`src/rtl/core/iirl_pkg.sv`:
```
// ----------------------------------------------------------------------------
// iirl_pkg
// Types and constants shared by the indexed insert/remove list.
// ----------------------------------------------------------------------------
package iirl_pkg;

  localparam int unsigned VAL_W = 32;
  localparam int unsigned POS_W = 8;
  localparam int unsigned CNT_W = 7;
  // index width inside the cell row, covers the largest supported depth
  localparam int unsigned AT_W  = 11;

  typedef enum logic {
    OP_INSERT = 1'b0,
    OP_REMOVE = 1'b1
  } opcode_t;

  typedef enum logic [1:0] {
    ST_DONE     = 2'd0,
    ST_NEGATIVE = 2'd1,
    ST_EMPTY    = 2'd2,
    ST_FULL     = 2'd3
  } status_t;

  typedef struct packed {
    logic            ins;
    logic            rem;
    logic [AT_W-1:0] at;
  } cell_ctrl_t;

endpackage

```
`src/rtl/core/iirl_cell.sv`:
```
// ----------------------------------------------------------------------------
// iirl_cell
// One list entry: shifts right on insert, left on remove, taps on remove hit.
// ----------------------------------------------------------------------------
module iirl_cell import iirl_pkg::*; #(
  parameter int unsigned IDX = 0
) (
  input  logic             clk,
  input  cell_ctrl_t       ctrl,
  input  logic [VAL_W-1:0] ins_value,
  input  logic [VAL_W-1:0] left,
  input  logic [VAL_W-1:0] right,
  output logic [VAL_W-1:0] value,
  output logic [VAL_W-1:0] tap
);

  localparam logic [AT_W-1:0] MY_IDX = AT_W'(IDX);

  logic [VAL_W-1:0] entry;
  logic             hit;
  logic             above;

  assign hit   = (ctrl.at == MY_IDX);
  assign above = (MY_IDX > ctrl.at);
  assign value = entry;
  assign tap   = (ctrl.rem && hit) ? entry : '0;

  always_ff @(posedge clk) begin
    if (ctrl.ins) begin
      if (hit) begin
        entry <= ins_value;
      end else if (above) begin
        entry <= left;
      end
    end else if (ctrl.rem) begin
      if (hit || above) begin
        entry <= right;
      end
    end
  end

endmodule

```
`config.mk`:
```
export PLATFORM = sky130hd
export DESIGN_NAME = iirl_cell
export DESIGN_NICKNAME = d
export VERILOG_FILES = /design/src/rtl/core/iirl_pkg.sv /design/src/rtl/core/iirl_cell.sv
export SDC_FILE = /design/constraint.sdc
export NUM_CORES = 1
export LEC_CHECK = 0
export BUFFER_PORTS_ARGS = -buffer_cell sky130_fd_sc_hd__buf_2
export CAP_MARGIN = 20
export CORE_MARGIN = 2
export CORE_UTILIZATION = 43
export CTS_CLUSTER_SIZE = 16
export DETAILED_ROUTE_END_ITERATION = 7
export GPL_ROUTABILITY_DRIVEN = 0
export PLACE_DENSITY = 0.94
export REMOVE_ABC_BUFFERS = 1
export SYNTH_ARGS = -nofsm -noshare
export SYNTH_HDL_FRONTEND = slang
export SYNTH_SLANG_ARGS = --single-unit
```
`constraint.sdc`:
```
create_clock -name clk -period 2.7 [get_ports clk]
set_clock_uncertainty 0.2 [all_clocks]
set_input_delay 0 -clock clk [delete_from_list [all_inputs] [get_ports clk]]
set_output_delay 0 -clock clk [all_outputs]
set_load 0.005 [all_outputs]
```
==> metrics.txt <==
Sw Share 19.1%; placed cells 379; NetSw 0.244 mW; CP Launch Type primary input; WL per Instance 14.9 um; Lkg Pwr 1.90 nW; largest cells by area after synthesis edfxtp_1 45%, mux2_4 21%, mux2_2 18%; pwr/cell area 336 nW/um^2; Resize count post-CTS 0; #FFs+latches synth 32; Slew @ Worst Pin 0.891 ns; # hold bufs at CTS 64; unrepaired setup endpoints after global routing false; largest net degree at the start of global routing 34; filler instances 304; DRC viols 0; CP required 2.52 ns; Reg area 961 um^2; FP Rows 25; WL final 6700 um; M1 GR Usage 22.3%; hpwl dp 4390 um; status finished, final reports clean; period utilization 73.4%; DR vias/cell 4.70; internal power 1.04 mW; Synth Flop Type edfxtp_1; Core ar. 4790 um^2; setup TNS 0 ns; Mapped Avg Cell Area 14.9 um^2; Post-Syn Area 2160 um^2; sequential share of power 43.0%; Post-synth EDFFs 32; GRT busiest layer met2; final total power 1.28 mW; Pins Over Slew Limit 0; Clock Power Share 34.3%; die area 5600 um^2; most instantiated library cell after synthesis mux2_2; Place WS 0.866 ns; cell count after synthesis 145; distinct cell type count after synthesis 13; area occupied by multi-input gates 1130 um^2; CTS Buf Count 5; non-filler cells, final 451; Peak VDD IR 0.194 mV; global-route wire length before repair 9530 um; number of flip-flops in the largest register 32; ANT cells 0; final hold vios 0; TritonCTS sink count 32; post-route ant nets 0; Syn-to-layout area delta 77.0%; vias 2118; Final WS setup 0.718 ns; maximum clock path buffer count 2; Port-buffer cells 173; MaxCap Viol Count 0; sequential element share of the synthesized area 44.6%; DIE HEIGHT 74.8 um; utilization after layout 79.7%; share of cells above drive strength 1 65.6%; Async SR Flop Fraction 0%; initial antenna violation count 0; Yosys top cell area share 44.6%; Die W 74.8 um; top cells by count, synth 34 x mux2_2, 32 x and2_1, 32 x edfxtp_1; final setup vio count 0; total global routing overflow 0; post-route minimum period 1.98 ns; Global Route Usage Sum 23.2%; Starting DRT DRC Count 80; drt pass-1 iters 4; Syn. warnings 0; Crit Path Class primary input to flop; worst hold-check path type primary input to flop; Logic pwr share 22.7%; met2 Use GR 47.2%; fmax 505 MHz; setup repair bufs after CTS 0; CTS clk-pin slew, worst paths 0.07 ns; endpoint class of the critical path flop; I/O Pins 174; root buf cell clkbuf_8; final net count 493; htree depth 2; vias in the first global route 2125; Worst slew margin 40.6%; TritonCTS clock tree yes; crit-path max FO 32; WP data arrival 1.80 ns; Initial Util 45.0%; met3 global-route usage 3.48%; largest area contributor in the netlist edfxtp_1
## stage by stage
step / cell area [um^2] / hold slack [ns]
2_1_floorplan: 2090 / 0.0180
6_report: 3810 / 0.201
3_3_place_gp: 3070 / 0.101
3_5_place_dp: 3070 / 0.105
5_1_grt: 3810 / 0.208
4_1_cts: 3810 / 0.193
## routing by layer
layer	part of all wire, %	routed length (um)	vias to the layer above
met3	6.2	418	15
met2	57	3830	120
met1	34	2310	972
li1	-	-	1011
met5	0	0	-
met4	2.2	145	0
## final timing paths
| path | startpoint | to | slack (ns) | cells past startpoint |
|---|---|---|---|---|
| setup / recovery | ctrl[2] | value[22]$_DFFE_PP_ | 0.72 | 6 |
| hold / removal | ctrl[2] | value[3]$_DFFE_PP_ | 0.20 | 4 |
## cell families after synthesis
group	Yosys count	share of synthesized area (%)
AND/OR/NAND/NOR	38	13.1
flip-flops	32	44.6
AO/OA/AOI/OAI	1	0.522
buffers and inverters	10	3.19
multiplexers	64	38.7
## cell usage in the layout, fill, tap and decap left out, drive strengths merged, types with 2 or more instances in the layout
cell type    netlist  layout
and2              32      32
edfxtp            32      32
dlygate4sd3        0      64
mux2              64      64
nor4               2       2
clkbuf             3       6
buf                7     177
## critical path: stages
cell and delay (ns):
buf_2 0.11, nor4_4 0.32, nand3_2 0.10, buf_4 0.33
mux2_4 0.37, dlygate4sd3_1 0.57
## power groups by stage
stage	Combinational (mW)	Clock (mW)	Sequential [mW]
5_1_grt	0.311	0.475	0.550
3_3_place_gp	0.188	0	0.561
4_1_cts	0.285	0.450	0.550
6_report	0.291	0.440	0.550
3_5_place_dp	0.197	0	0.561
2_1_floorplan	0.0954	0	0.561
## layout make-up
cell class / count / share of cell area [%]
clock inverter: 2 / 0.918
timing repair buffer: 241 / 40.3
sequential: 32 / 25.2
clock buffer: 6 / 1.90
multi-input combinational: 103 / 29.5
tap: 67 / 2.20
No activity file was read; power rests on OpenSTA's default activity.
